$ cat config.mk
export PLATFORM = sky130hd
export DESIGN_NAME = h3j_alu
export DESIGN_NICKNAME = d
export VERILOG_FILES = /design/src/rtl/core/h3j_pkg.sv /design/src/rtl/core/h3j_alu.sv
export SDC_FILE = /design/constraint.sdc
export NUM_CORES = 2
export LEC_CHECK = 0
export BUFFER_PORTS_ARGS = -buffer_cell sky130_fd_sc_hd__buf_2
export CORE_ASPECT_RATIO = 0.75
export CORE_MARGIN = 2
export CORE_UTILIZATION = 41
export CTS_CLUSTER_SIZE = 28
export DETAILED_ROUTE_END_ITERATION = 16
export HOLD_SLACK_MARGIN = 0.02
export SYNTH_ARGS = -nofsm -noshare
export SYNTH_HDL_FRONTEND = slang
export SYNTH_SLANG_ARGS = --single-unit
$ cat constraint.sdc
create_clock -name clk -period 10.3 [get_ports clk]
set_clock_uncertainty 0.2 [all_clocks]
set_input_delay 0.515 -clock clk [delete_from_list [all_inputs] [get_ports clk]]
set_output_delay 0.515 -clock clk [all_outputs]
set_load 0.02 [all_outputs]
$ cat src/rtl/core/h3j_pkg.sv
// Shared types and constants for the 3D Jacobi stencil unit.
`default_nettype none

package h3j_pkg;

    // Fixed field widths
    localparam int VALUE_BITS     = 32;
    localparam int FRAC_BITS      = 16;
    localparam int GAIN_BITS      = 18;
    localparam int COORD_BITS     = 5;
    localparam int SIZE_BITS      = 5;
    localparam int SWEEP_BITS     = 16;
    localparam int CFG_INDEX_BITS = 3;
    localparam int CFG_DATA_BITS  = 18;

    // Datapath widths: six-term neighbor sum, product, rounded accumulator
    localparam int SUM_BITS  = VALUE_BITS + 3;
    localparam int PROD_BITS = SUM_BITS + GAIN_BITS;
    localparam int ACC_BITS  = PROD_BITS + 2;

    // Register indexes
    localparam logic [CFG_INDEX_BITS-1:0] CFG_SIZE_X         = 3'd0;
    localparam logic [CFG_INDEX_BITS-1:0] CFG_SIZE_Y         = 3'd1;
    localparam logic [CFG_INDEX_BITS-1:0] CFG_SIZE_Z         = 3'd2;
    localparam logic [CFG_INDEX_BITS-1:0] CFG_NEIGHBOUR_GAIN = 3'd3;
    localparam logic [CFG_INDEX_BITS-1:0] CFG_CENTRE_GAIN    = 3'd4;
    localparam logic [CFG_INDEX_BITS-1:0] CFG_SWEEP_COUNT    = 3'd5;

    // Register reset values
    localparam logic [SIZE_BITS-1:0]         SIZE_RST      = 5'd30;
    localparam logic signed [GAIN_BITS-1:0]  NB_GAIN_RST   = 18'sd0;
    localparam logic signed [GAIN_BITS-1:0]  CTR_GAIN_RST  = 18'sd65536;
    localparam logic [SWEEP_BITS-1:0]        SWEEP_RST     = 16'd1;

    typedef enum logic [1:0] {
        REQ_WRITE = 2'd0,
        REQ_RUN   = 2'd1,
        REQ_READ  = 2'd2,
        REQ_NONE  = 2'd3
    } req_type_t;

    typedef struct packed {
        req_type_t                     req_type;
        logic [COORD_BITS-1:0]         coord_x;
        logic [COORD_BITS-1:0]         coord_y;
        logic [COORD_BITS-1:0]         coord_z;
        logic signed [VALUE_BITS-1:0]  cell_value;
    } req_t;

    typedef struct packed {
        logic signed [VALUE_BITS-1:0]  read_value;
        logic                          status;
        logic                          run_done;
    } resp_t;

    typedef enum logic [2:0] {
        ST_IDLE,
        ST_ISSUE,
        ST_RDATA,
        ST_CELL,
        ST_SWAP,
        ST_RESP
    } state_t;

    // Per-cell sequence: seven reads, two multiplies, accumulate, write back
    typedef enum logic [3:0] {
        PH_RD_C,
        PH_RD_XM,
        PH_RD_XP,
        PH_RD_YM,
        PH_RD_YP,
        PH_RD_ZM,
        PH_RD_ZP,
        PH_LAST_NB,
        PH_MUL_C,
        PH_MUL_N,
        PH_ACC,
        PH_WB
    } phase_t;

    typedef struct packed {
        logic load_centre;
        logic add_nb;
        logic mul_en;
        logic mul_nb;
        logic acc_init;
        logic acc_add;
    } alu_ctrl_t;

endpackage

`default_nettype wire

$ cat src/rtl/core/h3j_alu.sv
// Shared stencil arithmetic: neighbor sum, one multiplier, round and saturate.
`default_nettype none

module h3j_alu (
    input  logic                                   clk,
    input  h3j_pkg::alu_ctrl_t                     ctrl,
    input  logic signed [h3j_pkg::VALUE_BITS-1:0]  rdata,
    input  logic signed [h3j_pkg::GAIN_BITS-1:0]   centre_gain,
    input  logic signed [h3j_pkg::GAIN_BITS-1:0]   neighbour_gain,
    output logic signed [h3j_pkg::VALUE_BITS-1:0]  result
);
    import h3j_pkg::*;

    localparam int QW = ACC_BITS - FRAC_BITS;
    localparam logic signed [ACC_BITS-1:0] ROUND_HALF = ACC_BITS'(1) << (FRAC_BITS - 1);

    logic signed [VALUE_BITS-1:0] centre_reg, centre_next;
    logic signed [SUM_BITS-1:0]   sum_reg, sum_next;
    logic signed [PROD_BITS-1:0]  prod_reg, prod_next;
    logic signed [ACC_BITS-1:0]   acc_reg, acc_next;
    logic signed [SUM_BITS-1:0]   mul_a;
    logic signed [GAIN_BITS-1:0]  mul_b;
    logic signed [QW-1:0]         q;
    logic [QW-VALUE_BITS:0]       q_hi;

    // single multiplier, operands picked per step
    assign mul_a = ctrl.mul_nb ? sum_reg : SUM_BITS'(centre_reg);
    assign mul_b = ctrl.mul_nb ? neighbour_gain : centre_gain;

    always_comb
    begin
        centre_next = centre_reg;
        sum_next    = sum_reg;
        prod_next   = prod_reg;
        acc_next    = acc_reg;
        if (ctrl.load_centre)
        begin
            centre_next = rdata;
            sum_next    = '0;
        end
        if (ctrl.add_nb)
        begin
            sum_next = sum_reg + SUM_BITS'(rdata);
        end
        if (ctrl.mul_en)
        begin
            prod_next = mul_a * mul_b;
        end
        if (ctrl.acc_init)
        begin
            acc_next = ACC_BITS'(prod_reg) + ROUND_HALF;
        end
        else if (ctrl.acc_add)
        begin
            acc_next = acc_reg + ACC_BITS'(prod_reg);
        end
    end

    always_ff @(posedge clk)
    begin
        centre_reg <= centre_next;
        sum_reg    <= sum_next;
        prod_reg   <= prod_next;
        acc_reg    <= acc_next;
    end

    // floor shift then clamp to the value range
    assign q    = acc_reg[ACC_BITS-1:FRAC_BITS];
    assign q_hi = q[QW-1:VALUE_BITS-1];

    always_comb
    begin
        if ((&q_hi) || !(|q_hi))
        begin
            result = q[VALUE_BITS-1:0];
        end
        else if (q[QW-1])
        begin
            result = {1'b1, {(VALUE_BITS-1){1'b0}}};
        end
        else
        begin
            result = {1'b0, {(VALUE_BITS-1){1'b1}}};
        end
    end

endmodule

`default_nettype wire

==> results.cfg <==
[critical_path]
crit_top_cell = fa_1
crit_path_max_fanout = 60
arrival_ps = 8970
crit_family = adder cells
cp.required_ps = 10350
startpoint_type = input pin
cp-startpoint = ctrl[2]
crit_path_end_kind = flop
path_depth = 25
slowest_stage = a21oi_1
timing.rr.start = centre_reg[31]
max_stage_delay_ps = 910
r2r_cells = 23
crit_buf_inv = 6
path_class = in2reg

[final_layout]
fin_nets = 4667
area_growth_pct = 7.72
finalInstanceArea_um2 = 36100
largest_reg_flops = 55
instances_no_fill = 4847
drive_gt1_share_pct = 6.58

[job]
drv_cap = 0

[timing]
slew_violations = 0
relSlewSlack_pct = 13.4
period_share_pct = 86.6
tightest_slew_ps = 1260
setup_tns_ps = 0
fin_ws_ps = 1380
max_freq_mhz = 112
min_period_ps = 8920
finalSetupViolCount = 0
hold_violations = 0
rsz0062_at_grt = no

[yosys]
synth_top_area_share_pct = 36.0
synth-main-ff-cell = edfxtp_1
synth_edf_count = 175
synth_top_area_cell = fa_1
ys_seq_elements = 175
yosysSeqAreaShare_pct = 15.7
synthTopCellsByArea = fa_1 36%, edfxtp_1 16%, ha_1 8.1%
synth_commonest_cells = 710 x inv_1, 603 x fa_1, 536 x nand2_1, 348 x nor2_1, 216 x ha_1
synthDistinctLibCells = 74
yosysWarnings = 0
synth.cell_area_um2 = 33500
synthArstFlopShare_pct = 0
yosysMostFrequentCell = inv_1
postSynthCellCount = 3704
avgSynthCellArea_um2 = 9.04
syn_nets = 4598

[cts]
htree_levels = 4
clk_path_buf_depth = 2
cts_tree = built
cts_buffers = 17
clkSlewWorstSetupHoldPaths_ps = 70
clock-root-buffer = clkbuf_16
postCtsSetupRepairBufs = 0
clkLatencyLatePin_ps = 510
clock_sinks = 175

[floorplan]
die_h_um = 252
coreArea_um2 = 80600
fp-row-count = 90
initial_core_util_pct = 41.5
ioPinCount = 107
die_w_um = 334
die_area_um2 = 84000

[global_route]
grt_pass1_wl_um = 152000
grt_max_degree = 69
grt_overflow = 0
track_usage_pct = 23.2
antenna_found_initial = 1
grt_pass1_vias = 26900

[routing]
routedWlPerCell_um = 19.1
ant_nets = 0
drt_wl_total_um = 92600
drc_errors = 0
drt_iter0_drc = 1938
drtPass1Iterations = 6
vias = 25500
viasPerCell = 5.27

[place]
placed_area_um2 = 35200
pre_cts_ws_ps = 1010
dp.cells = 4781
hpwl_um = 76600
place_congestion = 0.918
port_buffers = 106

[hold_path]
holdPathStages = 1
hold_path_class = in2reg
min_from = rdata[31]

[status]
status = finished clean
cell families (layout without fill, tap and decap cells):
group,after synthesis,count (layout),synth area share (%)
simple gates,1128,1128,14.4
buf+inv,832,914,9.34
fa+ha+maj,819,819,44.1
compound gates,491,491,9.14
flops,175,175,15.7
xor+xnor,158,158,4.13
mux,101,101,3.21
other cells,0,3,0
layout make-up:
type | instances | area [um^2]
Fill cell | 7955 | 44600
Multi-Input combinational cell | 2697 | 25100
Sequential cell | 175 | 5260
Inverter | 710 | 2670
Tap cell | 1058 | 1320
Timing Repair Buffer | 172 | 1110
Clock buffer | 17 | 425
Clock inverter | 15 | 150
Antenna cell | 3 | 7.51
timing repair:
action | in CTS | in global routing
gates resized for setup | 0 | 0
hold endpoints to repair | 31 | 0
hold buffers | 31 | 0
per-layer routing:
layer	GRT usage [%]	vias up	wire length (um)
li1	-	11800	-
met1	30.7	12800	40300
met2	38.4	766	43300
met3	5.52	111	7130
met4	5.56	0	1840
met5	0	-	0
per-stage QoR:
| stage | hold WS, ps | util, % |
|---|---|---|
| after floorplan | 332 | - |
| after global placement | 345 | 43.6 |
| after detailed placement | 363 | 43.6 |
| after CTS | 61.8 | 44.7 |
| after global routing | 89.2 | 44.7 |
| final | 96.5 | 44.7 |
cell usage in the layout, fill, tap and decap left out, types with 17 or more instances in the layout:
cell,netlist,routed
clkbuf_16,0,17
mux2_2,50,50
ha_1,216,216
nand3_1,49,49
nand4_1,26,26
o21bai_1,21,21
nor2_1,348,348
nand2b_1,19,19
fa_1,603,603
o21ai_0,98,98
nand2_1,536,536
xnor2_1,103,103
a21o_1,69,69
and3_1,23,23
buf_2,3,104
o21a_1,17,17
xor2_1,55,55
buf_4,0,37
dlygate4sd3_1,0,31
o21ai_1,53,53
and2_1,30,30
edfxtp_1,175,175
inv_1,710,710
nor3_1,26,26
a21oi_1,137,137
mux2i_1,51,43
worst register-to-register path, stage by stage, from the launching register on:
cell      delay [ps]
edfxtp_1         380
nor2b_1          180
a21oi_1          910
nor2_1           170
fa_1             590
inv_1             60
fa_1             530
inv_1             50
fa_1             490
inv_1             50
fa_1             560
fa_1             440
fa_1             490
inv_1             40
ha_1             400
nand4_1          110
nor3_1           220
or4b_1           450
or3_1            370
nand3_1          230
a41oi_1          270
o31a_1           360
o21ai_1          200
xor2_1            90
worst paths after layout:
path | to | slack (ps)
min reg2reg | acc_reg[12] | 390
max | prod_reg[51] | 1380
max reg2reg | prod_reg[51] | 2220
min | centre_reg[31] | 100
Power is not shown: default switching activity piles up to over one toggle a cycle in this logic, so the estimate is an artifact.
